[config.mk]
export PLATFORM = sky130hd
export DESIGN_NAME = joystick_servo_positioner_core
export DESIGN_NICKNAME = d
export VERILOG_FILES = /design/src/design/jsp_pkg.sv /design/src/design/jsp_fifo.sv /design/src/design/jsp_front.sv /design/src/design/jsp_back.sv /design/src/design/joystick_servo_positioner_core.sv
export SDC_FILE = /design/constraint.sdc
export NUM_CORES = 1
export LEC_CHECK = 0
export BUFFER_PORTS_ARGS = -buffer_cell sky130_fd_sc_hd__buf_4
export CORE_MARGIN = 5
export CORE_UTILIZATION = 35
export CTS_CLUSTER_SIZE = 12
export DETAILED_ROUTE_END_ITERATION = 10
export MAX_ROUTING_LAYER = met4
export PLACE_DENSITY = 0.49
export REMOVE_ABC_BUFFERS = 1
export SYNTH_ARGS = -nofsm -noshare
export SYNTH_HDL_FRONTEND = slang
export SYNTH_HIERARCHICAL = 1
export SYNTH_SLANG_ARGS = --single-unit
[constraint.sdc]
create_clock -name clk -period 9 [get_ports clk]
set_input_delay 0.45 -clock clk [delete_from_list [all_inputs] [get_ports clk]]
set_output_delay 0.45 -clock clk [all_outputs]
set_load 0.1 [all_outputs]
[src/design/jsp_pkg.sv]
// Shared types, constants and register codes for the joystick servo positioner.
package jsp_pkg;

  localparam int SAMPLE_BITS = 12;
  localparam int CHANNEL_W   = 3;
  localparam int ANGLE_W     = 8;
  localparam int PULSE_W     = 14;
  localparam int THRESH_W    = 12;
  localparam int TPD_W       = 6;
  localparam int CFG_INDEX_W = 3;
  localparam int CFG_DATA_W  = 12;

  localparam logic [ANGLE_W-1:0]   ANGLE_MAX       = 8'd180;
  localparam logic [CHANNEL_W-1:0] STEPPER_CHANNEL = 3'd0;
  localparam logic [CHANNEL_W-1:0] MIRROR_CHANNEL  = 3'd2;

  localparam logic                 RESET_FINE_MODE      = 1'b0;
  localparam logic [CHANNEL_W-1:0] RESET_REPORT_CHANNEL = 3'd5;
  localparam logic [THRESH_W-1:0]  RESET_RAISE          = 12'd3000;
  localparam logic [THRESH_W-1:0]  RESET_LOWER          = 12'd1000;
  localparam logic [THRESH_W-1:0]  RESET_STEP_BACK      = 12'd1500;
  localparam logic [THRESH_W-1:0]  RESET_STEP_FWD       = 12'd2500;
  localparam logic [THRESH_W-1:0]  RESET_PULSE_BASE     = 12'd500;
  localparam logic [TPD_W-1:0]     RESET_TICKS_PER_DEG  = 6'd11;

  typedef enum logic [CFG_INDEX_W-1:0] {
    REG_FINE_MODE,
    REG_REPORT_CHANNEL,
    REG_RAISE_THRESHOLD,
    REG_LOWER_THRESHOLD,
    REG_STEP_BACK_THRESHOLD,
    REG_STEP_FWD_THRESHOLD,
    REG_PULSE_BASE,
    REG_TICKS_PER_DEGREE
  } reg_index_t;

  typedef enum logic [2:0] {
    OP_NONE,
    OP_STEP_BACK,
    OP_STEP_FWD,
    OP_SERVO_ABS,
    OP_SERVO_FINE
  } op_t;

  typedef enum logic [1:0] {
    NUDGE_HOLD,
    NUDGE_UP,
    NUDGE_DOWN
  } nudge_t;

  typedef struct packed {
    logic [CHANNEL_W-1:0]   channel;
    logic [SAMPLE_BITS-1:0] sample;
  } in_item_t;

  typedef struct packed {
    logic                 servo_update;
    logic [2:0]           servo_index;
    logic [PULSE_W-1:0]   pulse_ticks;
    logic                 step_pulse;
    logic                 step_dir;
    logic                 report_valid;
    logic [ANGLE_W-1:0]   report_angle;
  } result_t;

  typedef struct packed {
    logic                 fine_mode;
    logic [CHANNEL_W-1:0] report_channel;
    logic [THRESH_W-1:0]  raise_threshold;
    logic [THRESH_W-1:0]  lower_threshold;
    logic [THRESH_W-1:0]  step_back_threshold;
    logic [THRESH_W-1:0]  step_fwd_threshold;
    logic [THRESH_W-1:0]  pulse_base;
    logic [TPD_W-1:0]     ticks_per_degree;
  } cfg_t;

  // Classified item handed from the front part to the back part.
  typedef struct packed {
    op_t                op;
    nudge_t             nudge;
    logic               report;
    logic [2:0]         servo_index;
    logic [ANGLE_W-1:0] abs_angle;
  } work_t;

endpackage

[src/design/jsp_fifo.sv]
// Small first-in first-out queue held in flip-flops.
module jsp_fifo #(
  parameter int WIDTH = 8,
  parameter int DEPTH = 4
) (
  input  logic                       clk,
  input  logic                       rst,
  input  logic                       push,
  input  logic [WIDTH-1:0]           wdata,
  input  logic                       pop,
  output logic [WIDTH-1:0]           rdata,
  output logic [$clog2(DEPTH+1)-1:0] count
);

  localparam int PTR_W = (DEPTH > 1) ? $clog2(DEPTH) : 1;
  localparam int CNT_W = $clog2(DEPTH + 1);
  localparam logic [PTR_W-1:0] LAST_PTR = PTR_W'(DEPTH - 1);

  logic [WIDTH-1:0] entries [DEPTH];
  logic [PTR_W-1:0] wr_ptr;
  logic [PTR_W-1:0] rd_ptr;

  assign rdata = entries[rd_ptr];

  always_ff @(posedge clk) begin
    if (rst) begin
      wr_ptr <= '0;
      rd_ptr <= '0;
      count  <= '0;
    end else begin
      if (push) begin
        wr_ptr <= (wr_ptr == LAST_PTR) ? '0 : wr_ptr + 1'b1;
      end
      if (pop) begin
        rd_ptr <= (rd_ptr == LAST_PTR) ? '0 : rd_ptr + 1'b1;
      end
      count <= count + CNT_W'(push) - CNT_W'(pop);
    end
  end

  always_ff @(posedge clk) begin
    if (push) begin
      entries[wr_ptr] <= wdata;
    end
  end

endmodule

[src/design/jsp_front.sv]
// Front part: accepts samples, classifies them and maps samples to absolute angles.
module jsp_front #(
  parameter int SERVO_COUNT = 6,
  parameter int MID_DEPTH   = 4
) (
  input  logic                           clk,
  input  logic                           rst,
  input  logic                           push,
  input  jsp_pkg::in_item_t              item,
  output logic                           full,
  input  jsp_pkg::cfg_t                  cfg,
  input  logic [$clog2(MID_DEPTH+1)-1:0] mid_count,
  output logic                           mid_push,
  output jsp_pkg::work_t                 mid_item
);

  localparam int SB     = jsp_pkg::SAMPLE_BITS;
  localparam int AW     = jsp_pkg::ANGLE_W;
  localparam int PROD_W = SB + AW;
  localparam int CNT_W  = $clog2(MID_DEPTH + 1);
  localparam logic [4:0]    LAST_CHANNEL = 5'(SERVO_COUNT);
  localparam logic [SB:0]   FULL_SCALE   = (SB + 1)'((1 << SB) - 1);
  localparam logic [CNT_W:0] MID_LIMIT   = (CNT_W + 1)'(MID_DEPTH);

  logic              accept;
  logic              is_servo;
  logic [PROD_W-1:0] scaled;
  logic [AW-1:0]     quot_est;
  logic [SB:0]       rem_est;
  logic [AW-1:0]     quot;
  jsp_pkg::work_t    work;
  logic              f_valid;
  logic [CNT_W:0]    occupancy;

  assign occupancy = {1'b0, mid_count} + (CNT_W + 1)'(f_valid);
  assign full      = rst | (occupancy >= MID_LIMIT);
  assign accept    = push & ~full;

  assign is_servo = (item.channel != jsp_pkg::STEPPER_CHANNEL) &&
                    (5'(item.channel) <= LAST_CHANNEL);

  // Divide 180*sample by the full scale 2^SB-1: the quotient by 2^SB
  // undershoots by at most one, and the remainder stays below twice the divisor.
  assign scaled   = PROD_W'(item.sample) * PROD_W'(jsp_pkg::ANGLE_MAX);
  assign quot_est = scaled[PROD_W-1:SB];
  assign rem_est  = (SB + 1)'(scaled[SB-1:0]) + (SB + 1)'(quot_est);
  assign quot     = (rem_est >= FULL_SCALE) ? quot_est + 1'b1 : quot_est;

  always_comb begin
    work             = '0;
    work.servo_index = item.channel - 3'd1;
    work.report      = is_servo && (item.channel == cfg.report_channel);
    work.abs_angle   = (item.channel == jsp_pkg::MIRROR_CHANNEL) ?
                       jsp_pkg::ANGLE_MAX - quot : quot;

    priority if (item.sample > cfg.raise_threshold) begin
      work.nudge = jsp_pkg::NUDGE_UP;
    end else if (item.sample > cfg.lower_threshold &&
                 item.sample < cfg.raise_threshold) begin
      work.nudge = jsp_pkg::NUDGE_HOLD;
    end else begin
      work.nudge = jsp_pkg::NUDGE_DOWN;
    end

    priority if (item.channel == jsp_pkg::STEPPER_CHANNEL) begin
      if (item.sample < cfg.step_back_threshold) begin
        work.op = jsp_pkg::OP_STEP_BACK;
      end else if (item.sample > cfg.step_fwd_threshold) begin
        work.op = jsp_pkg::OP_STEP_FWD;
      end else begin
        work.op = jsp_pkg::OP_NONE;
      end
    end else if (is_servo) begin
      work.op = cfg.fine_mode ? jsp_pkg::OP_SERVO_FINE : jsp_pkg::OP_SERVO_ABS;
    end else begin
      work.op = jsp_pkg::OP_NONE;
    end
  end

  always_ff @(posedge clk) begin
    if (rst) begin
      f_valid <= 1'b0;
    end else begin
      f_valid <= accept;
    end
  end

  always_ff @(posedge clk) begin
    if (accept) begin
      mid_item <= work;
    end
  end

  assign mid_push = f_valid;

endmodule

[src/design/jsp_back.sv]
// Back part: updates servo angles and the stepper direction, forms the result.
module jsp_back #(
  parameter int SERVO_COUNT = 6,
  parameter int OUT_DEPTH   = 4
) (
  input  logic                           clk,
  input  logic                           rst,
  input  jsp_pkg::cfg_t                  cfg,
  input  logic                           mid_empty,
  input  jsp_pkg::work_t                 mid_item,
  output logic                           mid_pop,
  input  logic [$clog2(OUT_DEPTH+1)-1:0] out_count,
  output logic                           out_push,
  output jsp_pkg::result_t               out_item
);

  localparam int AW    = jsp_pkg::ANGLE_W;
  localparam int PW    = jsp_pkg::PULSE_W;
  localparam int IDX_W = (SERVO_COUNT > 1) ? $clog2(SERVO_COUNT) : 1;
  localparam int CNT_W = $clog2(OUT_DEPTH + 1);
  localparam logic [CNT_W:0] OUT_LIMIT = (CNT_W + 1)'(OUT_DEPTH);

  typedef struct packed {
    logic          update;
    logic [2:0]    index;
    logic [AW-1:0] angle;
    logic          step;
    logic          dir;
    logic          report;
  } stage_t;

  logic [AW-1:0] servo_angle [SERVO_COUNT];
  logic          dir_level;
  logic          dir_level_next;
  logic [IDX_W-1:0] idx;
  logic [AW-1:0] cur_angle;
  logic [AW-1:0] nudged;
  logic          write_angle;
  logic [AW-1:0] new_angle;
  logic [CNT_W:0] occupancy;
  stage_t        stage;
  stage_t        stage_next;
  logic          a_valid;
  logic [PW-1:0] product;

  // Credit check: the result queue must hold the item already in flight.
  assign occupancy = {1'b0, out_count} + (CNT_W + 1)'(a_valid);
  assign mid_pop   = ~mid_empty & (occupancy < OUT_LIMIT);

  assign idx       = IDX_W'(mid_item.servo_index);
  assign cur_angle = servo_angle[idx];

  always_comb begin
    unique case (mid_item.nudge)
      jsp_pkg::NUDGE_UP:
        nudged = (cur_angle < jsp_pkg::ANGLE_MAX) ? cur_angle + 1'b1 : jsp_pkg::ANGLE_MAX;
      jsp_pkg::NUDGE_DOWN:
        nudged = (cur_angle != '0) ? cur_angle - 1'b1 : '0;
      default:
        nudged = cur_angle;
    endcase
  end

  always_comb begin
    dir_level_next    = dir_level;
    write_angle       = 1'b0;
    new_angle         = mid_item.abs_angle;
    stage_next        = '0;
    unique case (mid_item.op)
      jsp_pkg::OP_STEP_BACK: begin
        dir_level_next  = 1'b0;
        stage_next.step = 1'b1;
      end
      jsp_pkg::OP_STEP_FWD: begin
        dir_level_next  = 1'b1;
        stage_next.step = 1'b1;
      end
      jsp_pkg::OP_SERVO_ABS: begin
        write_angle = 1'b1;
      end
      jsp_pkg::OP_SERVO_FINE: begin
        write_angle = 1'b1;
        new_angle   = nudged;
      end
      default: begin
      end
    endcase
    stage_next.update = write_angle;
    stage_next.index  = write_angle ? mid_item.servo_index : 3'd0;
    stage_next.angle  = new_angle;
    stage_next.dir    = dir_level_next;
    stage_next.report = mid_item.report;
  end

  always_ff @(posedge clk) begin
    if (rst) begin
      dir_level <= 1'b0;
      a_valid   <= 1'b0;
      for (int i = 0; i < SERVO_COUNT; i++) begin
        servo_angle[i] <= '0;
      end
    end else begin
      a_valid <= mid_pop;
      if (mid_pop) begin
        dir_level <= dir_level_next;
        if (write_angle) begin
          servo_angle[idx] <= new_angle;
        end
      end
    end
  end

  always_ff @(posedge clk) begin
    if (mid_pop) begin
      stage <= stage_next;
    end
  end

  assign product = PW'(cfg.ticks_per_degree) * PW'(stage.angle);

  always_comb begin
    out_item              = '0;
    out_item.servo_update = stage.update;
    out_item.servo_index  = stage.index;
    out_item.pulse_ticks  = stage.update ? PW'(cfg.pulse_base) + product : '0;
    out_item.step_pulse   = stage.step;
    out_item.step_dir     = stage.dir;
    out_item.report_valid = stage.report;
    out_item.report_angle = stage.report ? stage.angle : '0;
  end

  assign out_push = a_valid;

endmodule

[src/design/joystick_servo_positioner_core.sv]
// Top level of the joystick servo positioner: configuration registers and the two queues.
//
// Usage: joystick samples enter as a queue push (push, full, item); each accepted
// sample yields exactly one result, read as a queue (empty, pop, result), oldest
// first. Channel 0 steps the stepper; channels 1 to SERVO_COUNT set servo angles
// and give a pulse width. Registers are written on the cfg channel (cfg_valid,
// cfg_ready, cfg_index, cfg_data); write them only while no sample is in flight,
// as the block itself does not enforce this. Path: an accepted sample passes the
// front register, mid queue, back stage, then result queue before empty goes low.
// Throughput: one sample per cycle, sustained, as long as results are popped;
// the back stage updates the angle store as it takes each item, so the next sees it.
// Stalls: when pop stays low the result queue fills, the back part stops taking
// work, the mid queue fills, and full rises; nothing is lost.
// Reset: synchronous; empties both queues, zeroes all servo angles and the
// stepper direction, and loads every register with its default. full is high
// and empty is high while reset is asserted.
module joystick_servo_positioner_core #(
  parameter int SERVO_COUNT = 6,
  parameter int MID_DEPTH   = 4,
  parameter int OUT_DEPTH   = 4
) (
  input  logic                               clk,
  input  logic                               rst,
  input  logic                               push,
  input  jsp_pkg::in_item_t                  item,
  output logic                               full,
  input  logic                               pop,
  output logic                               empty,
  output jsp_pkg::result_t                   result,
  input  logic                               cfg_valid,
  output logic                               cfg_ready,
  input  logic [jsp_pkg::CFG_INDEX_W-1:0]    cfg_index,
  input  logic [jsp_pkg::CFG_DATA_W-1:0]     cfg_data
);

  localparam int MID_CNT_W = $clog2(MID_DEPTH + 1);
  localparam int OUT_CNT_W = $clog2(OUT_DEPTH + 1);

  jsp_pkg::cfg_t            cfg;
  logic                     mid_push;
  logic                     mid_pop;
  jsp_pkg::work_t           mid_wdata;
  jsp_pkg::work_t           mid_rdata;
  logic [MID_CNT_W-1:0]     mid_count;
  logic                     out_push;
  jsp_pkg::result_t         out_wdata;
  logic [OUT_CNT_W-1:0]     out_count;

  assign cfg_ready = ~rst;

  always_ff @(posedge clk) begin
    if (rst) begin
      cfg.fine_mode           <= jsp_pkg::RESET_FINE_MODE;
      cfg.report_channel      <= jsp_pkg::RESET_REPORT_CHANNEL;
      cfg.raise_threshold     <= jsp_pkg::RESET_RAISE;
      cfg.lower_threshold     <= jsp_pkg::RESET_LOWER;
      cfg.step_back_threshold <= jsp_pkg::RESET_STEP_BACK;
      cfg.step_fwd_threshold  <= jsp_pkg::RESET_STEP_FWD;
      cfg.pulse_base          <= jsp_pkg::RESET_PULSE_BASE;
      cfg.ticks_per_degree    <= jsp_pkg::RESET_TICKS_PER_DEG;
    end else if (cfg_valid && cfg_ready) begin
      unique case (jsp_pkg::reg_index_t'(cfg_index))
        jsp_pkg::REG_FINE_MODE:           cfg.fine_mode <= cfg_data[0];
        jsp_pkg::REG_REPORT_CHANNEL:      cfg.report_channel <= cfg_data[2:0];
        jsp_pkg::REG_RAISE_THRESHOLD:     cfg.raise_threshold <= cfg_data;
        jsp_pkg::REG_LOWER_THRESHOLD:     cfg.lower_threshold <= cfg_data;
        jsp_pkg::REG_STEP_BACK_THRESHOLD: cfg.step_back_threshold <= cfg_data;
        jsp_pkg::REG_STEP_FWD_THRESHOLD:  cfg.step_fwd_threshold <= cfg_data;
        jsp_pkg::REG_PULSE_BASE:          cfg.pulse_base <= cfg_data;
        jsp_pkg::REG_TICKS_PER_DEGREE:    cfg.ticks_per_degree <= cfg_data[5:0];
        default: begin
        end
      endcase
    end
  end

  jsp_front #(
    .SERVO_COUNT(SERVO_COUNT),
    .MID_DEPTH  (MID_DEPTH)
  ) u_front (
    .clk      (clk),
    .rst      (rst),
    .push     (push),
    .item     (item),
    .full     (full),
    .cfg      (cfg),
    .mid_count(mid_count),
    .mid_push (mid_push),
    .mid_item (mid_wdata)
  );

  jsp_fifo #(
    .WIDTH($bits(jsp_pkg::work_t)),
    .DEPTH(MID_DEPTH)
  ) u_mid_fifo (
    .clk  (clk),
    .rst  (rst),
    .push (mid_push),
    .wdata(mid_wdata),
    .pop  (mid_pop),
    .rdata(mid_rdata),
    .count(mid_count)
  );

  jsp_back #(
    .SERVO_COUNT(SERVO_COUNT),
    .OUT_DEPTH  (OUT_DEPTH)
  ) u_back (
    .clk      (clk),
    .rst      (rst),
    .cfg      (cfg),
    .mid_empty(mid_count == '0),
    .mid_item (mid_rdata),
    .mid_pop  (mid_pop),
    .out_count(out_count),
    .out_push (out_push),
    .out_item (out_wdata)
  );

  jsp_fifo #(
    .WIDTH($bits(jsp_pkg::result_t)),
    .DEPTH(OUT_DEPTH)
  ) u_out_fifo (
    .clk  (clk),
    .rst  (rst),
    .push (out_push),
    .wdata(out_wdata),
    .pop  (pop & ~empty),
    .rdata(result),
    .count(out_count)
  );

  assign empty = rst | (out_count == '0);

endmodule

==> flow_metrics.tcl, run 1 <==
set metrics [dict create \
    synth.most_common_cell "edfxtp_1" \
    postLayoutCoreUtil 0.3945 \
    place_area_um2 22110 \
    synth_compound_area_frac 0.1017 \
    synth_cells 1771 \
    grt_pass1_vias 14180 \
    cts_resized 0 \
    timing.fmax_mhz 135.5 \
    met1_usage 0.2195 \
    critical-path-top-delay-family "compound AO/OA/AOI/OAI gates" \
    wl_um 50440 \
    leakage_uw 0.009102 \
    worstHoldStart "cfg_data[6]" \
    postCtsSetupRepairBufs 0 \
    top_usage_layer "met2" \
    cts.reportedPaths.clkPinSlew_ns 0.06 \
    synthFlopType "edfxtp_1" \
    path_max_fanout 9 \
    slew_violations 0 \
    startpoint_type "input pin" \
    post_synth_and_or_nand_nor_area_fraction 0.1253 \
    stdcell_count 2627 \
    synth_top_area_frac 0.4013 \
    fin_tns_setup_ns 0 \
    synthArstFlopShare 0 \
    tritoncts_num_sinks 371 \
    htree_levels 2 \
    synth_xor_area_frac 0.01702 \
    fp.dieH_um 254.7 \
    power_density_nw_per_um2 385.4 \
    n_antenna_cell 0 \
    min_period_over_period 0.8199 \
    finalSetupViolations 0 \
    grt_max_degree 68 \
    rsz0062_at_grt "false" \
    dr.pass1.iters 5 \
    cp-end-kind "flop" \
    synth.cells.most_frequent "edfxtp_1, inv_1, ha_1, a21oi_1, nor2_1" \
    dieArea_um2 64860 \
    core.rowCount 89 \
    drc 0 \
    reg2regPathDepth 11 \
    final_nets 2053 \
    ir_worst_vdd_uv 386.9 \
    cpPeakStageDelay_ns 0.73 \
    dp_hpwl_um 36100 \
    overflow 0 \
    synth_edf_count 280 \
    worst_pin_slew_ns 1.119 \
    synth_warnings 6 \
    crit_type "in2reg" \
    io_buffers 66 \
    ff_latch_area_um2 10230 \
    die_w_um 254.7 \
    period_needed_ns 7.379 \
    synth.area.top_cells "edfxtp_1, dfxtp_1, ha_1" \
    crit_cells 26 \
    ant_nets 0 \
    grt_pass1_wl_um 81410 \
    grt_use_met2 0.2655 \
    relSlewSlack 0.2543 \
    numCtsBuffers 40 \
    total_power_uw 8991 \
    muxShareOfSynthArea 0.07877 \
    ys_types 94 \
    synth_area_per_cell_um2 11.83 \
    hold_class "in2reg" \
    syn2layout_area_growth_pct 11.34 \
    routedWlPerCell_um 19.20 \
    synth_top_area_cell "edfxtp_1" \
    netlist_area_um2 20950 \
    drtIter0Drc 690 \
    cp_num_buf_inv 4 \
    synth-seq-cells 371 \
    fp.coreArea_um2 59130 \
    drv_cap 0 \
    status "completed" \
    cp-startpoint "item[5]" \
    pin_count 67 \
    vias_per_cell 5.210 \
    clock_path_buffers 3 \
    start_util 0.3543 \
    cp_slowest_cell "a2111oi_1" \
    synth_seq_area_share 0.4882 \
    via_count 13690 \
    fillers 5664 \
    grt_usage 0.1625 \
    drive_gt1_frac 0.1197 \
    use_met3 0.01958 \
    cts-root-buf "clkbuf_16" \
    final_area_um2 23330 \
    critPathRequiredTime_ns 9.26 \
    insertion_delay_ns 0.56 \
    finClkSkew_ns 0.02225 \
    placed_cells 2557 \
    synthAdderAreaFrac 0.1336 \
    final-hold-violation-count 0 \
    hold_path_depth 3 \
    cts_tree "done" \
    arrival_ns 7.64 \
    multi_input_area_um2 9597 \
    antenna_found_initial 0 \
    place_congestion 0.8495 \
    postCtsHoldBufs 0 \
    synth_top_family_by_area "adder cells" \
]
[cell type report]
type                            instances  area share
Sequential cell                       371      0.4386
Multi-Input combinational cell       1143      0.4114
Clock buffer                           55     0.04666
Tap cell                              773     0.04146
Inverter                              189     0.03041
Timing Repair Buffer                   81     0.02607
Clock inverter                         15    0.005417
[flip-flops by register name (all words and copies together) (netlist names), 3 cells and up, named ones only]
| register | count |
|---|---|
| u_out_fifo/entries | 116 |
| cfg | 70 |
| u_mid_fifo/entries | 68 |
| u_back/servo_angle | 64 |
| u_front/mid_item | 17 |
| u_back/stage | 8 |
| u_back/out_item | 7 |
| u_mid_fifo/count | 3 |
| u_out_fifo/count | 3 |
[report_power, final]
group	total, µW	internal, µW	leakage [µW]	switching [µW]
Sequential	2520	2360	0.00338	163
Combinational	4920	1810	0.00513	3110
Clock	1550	880	0.000591	668
Total	8990	5050	0.00910	3940
[through the flow]
| stage | worst slack (ns) | hold WS (ns) |
|---|---|---|
| global route | 1.049 | 0.1940 |
| finish | 1.621 | 0.1982 |
| global placement | 1.338 | 0.4636 |
| CTS | 1.675 | 0.1642 |
| floorplan | 2.158 | 0.4476 |
| detailed placement | 1.116 | 0.4704 |
[logic make-up (layout without fill, tap and decap cells)]
| group | after synthesis | in the layout |
|---|---|---|
| xor+xnor | 36 | 36 |
| buf+inv | 257 | 340 |
| compound gates | 318 | 318 |
| mux | 97 | 97 |
| simple gates | 500 | 500 |
| flops | 371 | 371 |
| fa+ha+maj | 192 | 192 |
[tightest hold or removal path, cell delays in order]
cell	delay (ns)
buf_4	0.14
nand3_1	0.06
a21oi_1	0.05
[final timing paths]
kind | slack, ns | endpoint
setup / recovery | 1.62 | u_front/mid_item[5]$_DFFE_PP_
hold / removal | 0.20 | cfg[60]$_SDFFE_PP0P_
setup reg to reg | 3.66 | u_back/servo_angle[7][4]$_DFFE_PP_
hold reg to reg | 0.48 | cfg[53]$_SDFFE_PP0P_
[layout by cell type, fill, tap and decap left out, drive strengths merged, types with 6 or more instances in the layout]
cell	synthesis	final
a211oi	12	12
a21o	23	23
a21oi	121	121
a31oi	10	10
and2	77	77
and3	13	13
buf	41	81
clkbuf	27	55
clkinv	1	12
dfxtp	91	91
edfxtp	280	280
fa	53	53
ha	139	139
inv	188	190
mux2	6	6
mux2i	40	40
mux4	51	51
nand2	65	65
nand2b	32	32
nand3	59	59
nand4	14	14
nor2	101	101
nor2b	22	22
nor3	70	70
nor3b	9	9
o2111ai	7	7
o211ai	10	10
o21a	7	7
o21ai	65	65
or3	7	7
or3b	7	7
xnor2	20	20
xor2	13	13
[metal layers]
layer  wire [µm]  part of all wire  vias to the layer above
met5           0                 0                        -
met4        1024             0.020                        0
met3        1773             0.035                       64
met2       24020              0.48                      259
met1       23630              0.47                     6827
li1            -                 -                     6536
Note: power is estimated with default switching activity, not from simulation.
==> run 2, diff against run 1 <==
PLACE_DENSITY = 0.51   (was 0.49)
clock period = 6.36 ns   (was 9 ns; I/O delays follow)
==> flow_metrics.tcl, run 2 (synthesis results as in run 1) <==
set metrics [dict create \
    status "completed" \
    top_register "u_out_fifo/entries" \
    cts_tree "done" \
    reg_top3 "u_out_fifo/entries (116), cfg (70), u_mid_fifo/entries (68)" \
    core.rowCount 89 \
    io_buffers 66 \
    ff2ff_setup_slack_ns 1.49 \
    drc 0 \
    critPathRequiredTime_ns 6.63 \
    fp.dieH_um 254.7 \
    pin_count 67 \
    insertion_delay_ns 0.57 \
    startpoint_type "input pin" \
    crit_type "in2reg" \
    period_needed_ns 6.079 \
    dr.pass1.iters 4 \
    dieArea_um2 64860 \
    r2r_start "u_back/stage[6]$_DFFE_PP_" \
    reg2regPathDepth 16 \
    cp-end-kind "flop" \
    routedWlPerCell_um 19.05 \
    whs_ns 0.05134 \
    leakage_uw 0.009560 \
    syn2layout_area_growth_pct 15.41 \
    place_area_um2 22680 \
    grt_pass1_vias 14140 \
    clock_path_buffers 3 \
    grt_usage 0.1633 \
    total_power_uw 13230 \
    min_period_over_period 0.9559 \
    grt_pass1_wl_um 80640 \
    htree_levels 2 \
    path_max_fanout 8 \
    tritoncts_num_sinks 371 \
    hold_class "in2reg" \
    ant_nets 0 \
    drtIter0Drc 857 \
    grt_max_degree 66 \
    final_area_um2 24180 \
    drv_cap 0 \
    hold_path_depth 3 \
    die_w_um 254.7 \
    r2r-end "u_out_fifo/entries[0][21]$_DFFE_PP_" \
    wl_um 51650 \
    numCtsBuffers 42 \
    largest_register_ffs 116 \
    start_util 0.3543 \
    overflow 0 \
    mostFrequentLayoutCells "edfxtp_1, inv_1, buf_4" \
    fp.coreArea_um2 59130 \
    drive_gt1_frac 0.1668 \
    place_congestion 0.8595 \
    worstHoldStart "cfg_data[10]" \
    power_density_nw_per_um2 547.2 \
    final-hold-violation-count 0 \
    cts.reportedPaths.clkPinSlew_ns 0.06 \
    dp_hpwl_um 36970 \
    fillers 5591 \
    relSlewSlack 0.1815 \
    dpl_worst_slack_ns -0.5567 \
    layout_commonest_cell "edfxtp_1" \
    finalWorstSetupSlack_ns 0.2808 \
    final_nets 2134 \
    via_count 14080 \
    cts-root-buf "clkbuf_16" \
    timing.fmax_mhz 164.5 \
    finClkSkew_ns 0.02069 \
    finalSetupViolations 0 \
    worst_pin_slew_ns 1.225 \
    holdPathEnd "cfg[64]$_SDFFE_PP0P_" \
    vias_per_cell 5.195 \
    antenna_found_initial 1 \
    ir_worst_vdd_uv 624.4 \
    arrival_ns 6.35 \
    slew_violations 0 \
    fin_tns_setup_ns 0 \
]
==> run 2: changes by cell type in the layout (fill, tap and decap cells not counted), sizes merged <==
| cell | before | now |
|---|---|---|
| clkinvlp | 1 | 3 |
| dlygate4sd3 | 0 | 1 |
| clkinv | 12 | 13 |
| bufinv | 1 | 4 |
| clkbuf | 55 | 53 |
| diode | 0 | 1 |
| buf | 81 | 159 |
==> run 2: worst max path at each step <==
stage                                         end  cells past startpoint  slack [ns]  startpoint
floorplan           u_front/mid_item[5]$_DFFE_PP_                     26       -0.35     item[5]
global placement    u_front/mid_item[5]$_DFFE_PP_                     26       -0.39     item[5]
detailed placement  u_front/mid_item[5]$_DFFE_PP_                     26       -0.56     item[5]
CTS                 u_front/mid_item[5]$_DFFE_PP_                     26        0.04     item[5]
global route        u_front/mid_item[5]$_DFFE_PP_                     28       -0.02     item[2]
finish              u_front/mid_item[5]$_DFFE_PP_                     26        0.28     item[2]
==> run 2: cell type report <==
class / instances / area [µm²] / area share
diodes: 1 / 2.502 / 0.0001035
clock buffers: 53 / 1134 / 0.04688
clock inverters: 21 / 224.0 / 0.009262
inverters: 189 / 709.4 / 0.02934
multi-input cells: 1143 / 9709 / 0.4015
flip-flops and latches: 371 / 10230 / 0.4231
well taps: 773 / 967.2 / 0.04000
repair buffers: 160 / 1204 / 0.04977
==> run 2: what timing repair did <==
item / CTS / global route
gates resized for setup: 0 / 18
buffers inserted: 0 / 3
hold buffers: 1 / 0
hold endpoints to repair: 1 / 0
endpoints found under the setup margin: 0 / 7
==> run 2: per-layer routing <==
| layer | share of wire | track usage | routed length [µm] |
|---|---|---|---|
| met1 | 0.45 | 0.2131 | 23320 |
| met2 | 0.48 | 0.2696 | 24900 |
| met3 | 0.045 | 0.02702 | 2328 |
| met4 | 0.021 | 0.03815 | 1109 |
| met5 | 0 | - | 0 |
==> run 2: critical path, stage by stage <==
cell and delay (ns):
buf_4 0.13, buf_4 0.16, ha_1 0.30, ha_1 0.29
inv_1 0.05, fa_1 0.54, inv_1 0.06, ha_1 0.32
a211oi_2 0.35, o31a_2 0.22, o21a_1 0.13, o21ai_0 0.09
xor2_1 0.21, buf_4 0.16, fa_1 0.43, a21o_1 0.23
or4_1 0.41, o2111ai_1 0.20, or4_4 0.17, a21oi_1 0.05
o311a_4 0.40, or4_1 0.51, nand2_1 0.15, a211oi_2 0.05
nor4_1 0.22, o2111ai_1 0.17
==> run 2: where the power goes <==
group	switching [µW]	internal (µW)	leakage (µW)	total, µW
clock network	969	1430	0.000658	2390
registers	226	3330	0.00338	3560
logic	4410	2870	0.00552	7280
total	5600	7630	0.00956	13200
==> run 2: metrics by stage <==
stage	utilization	cells
2_1_floorplan	-	1703
3_3_place_gp	0.3835	2632
3_5_place_dp	0.3835	2632
4_1_cts	0.4066	2707
5_1_grt	0.4090	2711
6_report	0.4090	2711
==> run 3, diff against run 2 <==
--- a/config.mk
+++ b/config.mk
@@ -6,4 +6,5 @@
 export NUM_CORES = 1
 export LEC_CHECK = 0
+export ABC_AREA = 1
 export BUFFER_PORTS_ARGS = -buffer_cell sky130_fd_sc_hd__buf_4
 export CORE_MARGIN = 5
==> constraint.sdc (replaced) <==
create_clock -name clk -period 6.36 [get_ports clk]
set_input_delay 0.318 -clock clk [delete_from_list [all_inputs] [get_ports clk]]
set_output_delay 0.318 -clock clk [all_outputs]
set_load 0.05 [all_outputs]
==> flow_metrics.tcl, run 3 <==
set metrics [dict create \
    relSlewSlack 0.2418 \
    overflow 0 \
    fp.dieH_um 259.0 \
    r2r-end "u_out_fifo/entries[1][23]$_DFFE_PP_" \
    hold_class "in2reg" \
    ant_nets 0 \
    drv_cap 0 \
    largest_register_ffs 116 \
    cp-end-kind "flop" \
    synth_warnings 6 \
    dieArea_um2 67100 \
    place_area_um2 22870 \
    pin_count 67 \
    synthFlopType "edfxtp_1" \
    routedWlPerCell_um 15.13 \
    fillers 6262 \
    fp.coreArea_um2 61600 \
    syn2layout_area_growth_pct 11.83 \
    dp_hpwl_um 37430 \
    layout_commonest_cell "nand2_1" \
    power_density_nw_per_um2 519.8 \
    synth_cells 2453 \
    hold_path_depth 2 \
    cts_tree "done" \
    placed_cells 3296 \
    ff2ff_setup_slack_ns 1.47 \
    start_util 0.3524 \
    period_needed_ns 5.303 \
    reg_top3 "u_out_fifo/entries (116), cfg (70), u_mid_fifo/entries (68)" \
    holdPathEnd "u_out_fifo/count[1]$_SDFF_PP0_" \
    min_period_over_period 0.8338 \
    vias_per_cell 4.584 \
    grt_pass1_wl_um 82990 \
    synth_top_area_cell "edfxtp_1" \
    slew_violations 0 \
    final_nets 2738 \
    n_antenna_cell 0 \
    cts_resized 0 \
    synth.most_common_cell "nand2_1" \
    final_area_um2 24280 \
    r2r_start "u_back/stage[6]$_DFFE_PP_" \
    final-hold-violation-count 0 \
    finalSetupViolations 0 \
    multi_input_area_um2 9101 \
    path_max_fanout 10 \
    grt_pass1_vias 15280 \
    cts-root-buf "clkbuf_16" \
    critPathRequiredTime_ns 6.66 \
    stdcell_count 3379 \
    startpoint_type "input pin" \
    timing.fmax_mhz 188.6 \
    die_w_um 259.0 \
    worstHoldStart "rst" \
    ir_worst_vdd_uv 453.9 \
    finClkSkew_ns 0.02353 \
    core.rowCount 91 \
    antenna_found_initial 0 \
    rsz0062_at_grt "false" \
    htree_levels 2 \
    via_count 15490 \
    drc 0 \
    place_congestion 0.8442 \
    insertion_delay_ns 0.56 \
    synth.area.top_cells "edfxtp_1, nand2_1, inv_1" \
    drtIter0Drc 779 \
    synthArstFlopShare 0 \
    drive_gt1_frac 0.1058 \
    tritoncts_num_sinks 371 \
    synth_edf_count 280 \
    whs_ns 0.03435 \
    synth_top_area_frac 0.3873 \
    synth.cells.most_frequent "nand2_1, inv_1, edfxtp_1, nor2_1, nand3_1" \
    total_power_uw 12620 \
    synth_seq_area_share 0.4712 \
    ff_latch_area_um2 10240 \
    cts.reportedPaths.clkPinSlew_ns 0.06 \
    leakage_uw 0.01136 \
    wl_um 51130 \
    netlist_area_um2 21710 \
    status "completed" \
    clock_path_buffers 3 \
    ys_types 57 \
    dr.pass1.iters 4 \
    grt_usage 0.1569 \
    fin_tns_setup_ns 0 \
    synth_area_per_cell_um2 8.850 \
    top_register "u_out_fifo/entries" \
    grt_max_degree 113 \
    io_buffers 66 \
    cpPeakStageDelay_ns 0.55 \
    cp_slowest_cell "fa_1" \
    numCtsBuffers 42 \
    crit_type "in2reg" \
    mostFrequentLayoutCells "nand2_1, inv_1, edfxtp_1" \
    synth-seq-cells 371 \
    arrival_ns 5.60 \
    worst_pin_slew_ns 1.137 \
    reg2regPathDepth 19 \
]
-- run 3: cell types whose count changed in the layout (fill, tap and decap cells not counted), sizes merged, moves of 32 or more --
| cell | delta |
|---|---|
| nand2 | +571 |
| inv | +308 |
| nor2 | +95 |
| nand3 | +93 |
| buf | -80 |
| and2 | -76 |
| nor3 | -63 |
| mux4 | -51 |
| mux2i | -40 |
| o211ai | +38 |
| nand2b | -32 |
-- run 3: timing repair --
| item | CTS | global route |
|---|---|---|
| endpoints found under the hold margin | 14 | 0 |
| hold buffers | 8 | 0 |
| setup buffers | 0 | 0 |
-- run 3: where the power goes --
part	switching (µW)	internal, µW	total, µW
clock network	936	1400	2330
logic	4470	2170	6640
registers	254	3390	3650
total	5660	6960	12600
-- run 3: cells by family after synthesis --
logic type	Yosys count	share of synthesized area
buf+inv	576	0.1095
simple gates	1011	0.1985
fa+ha+maj	192	0.1290
compound gates	279	0.08208
xor+xnor	24	0.009683
flops	371	0.4712
-- run 3: final cells by class --
class | count | share of cell area
timing repair buffer | 87 | 0.02773
multi-input combinational | 1506 | 0.3749
clock buffer | 60 | 0.04819
clock inverter | 15 | 0.006288
sequential | 371 | 0.4216
tap | 837 | 0.04314
inverter | 503 | 0.07813
-- run 3: worst max-delay path by stage --
stage          startpoint                             to  slack (ns)
6_report          item[5]  u_front/mid_item[4]$_DFFE_PP_        1.06
5_1_grt           item[5]  u_front/mid_item[4]$_DFFE_PP_        0.56
4_1_cts           item[1]  u_front/mid_item[4]$_DFFE_PP_        1.07
3_5_place_dp      item[5]  u_front/mid_item[4]$_DFFE_PP_        0.48
3_3_place_gp      item[5]  u_front/mid_item[4]$_DFFE_PP_        0.53
2_1_floorplan     item[5]  u_front/mid_item[4]$_DFFE_PP_        1.01
-- run 3: routing by layer --
layer | vias up | track usage | share of wire
met4 | 0 | 0.03335 | 0.017
li1 | 7919 | - | -
met2 | 235 | 0.2537 | 0.47
met1 | 7274 | 0.2099 | 0.48
met3 | 62 | 0.02616 | 0.040
met5 | - | - | 0
-- run 3: critical path, delay by kind of cell --
kind                       cells  cell delay (ns)
adders and majority gates      6             2.22
AOI/OAI and AO/OA              4             0.75
and+or+nand+nor               14             1.33
xor gates and xnor gates       2             0.48
buffers and inverters          6             0.48
-- run 3: through the flow --
stage,setup slack (ns),utilization
after floorplan,1.014,-
after global placement,0.5346,0.3714
after detailed placement,0.4823,0.3714
after CTS,1.069,0.3941
after global routing,0.5619,0.3941
final,1.057,0.3941
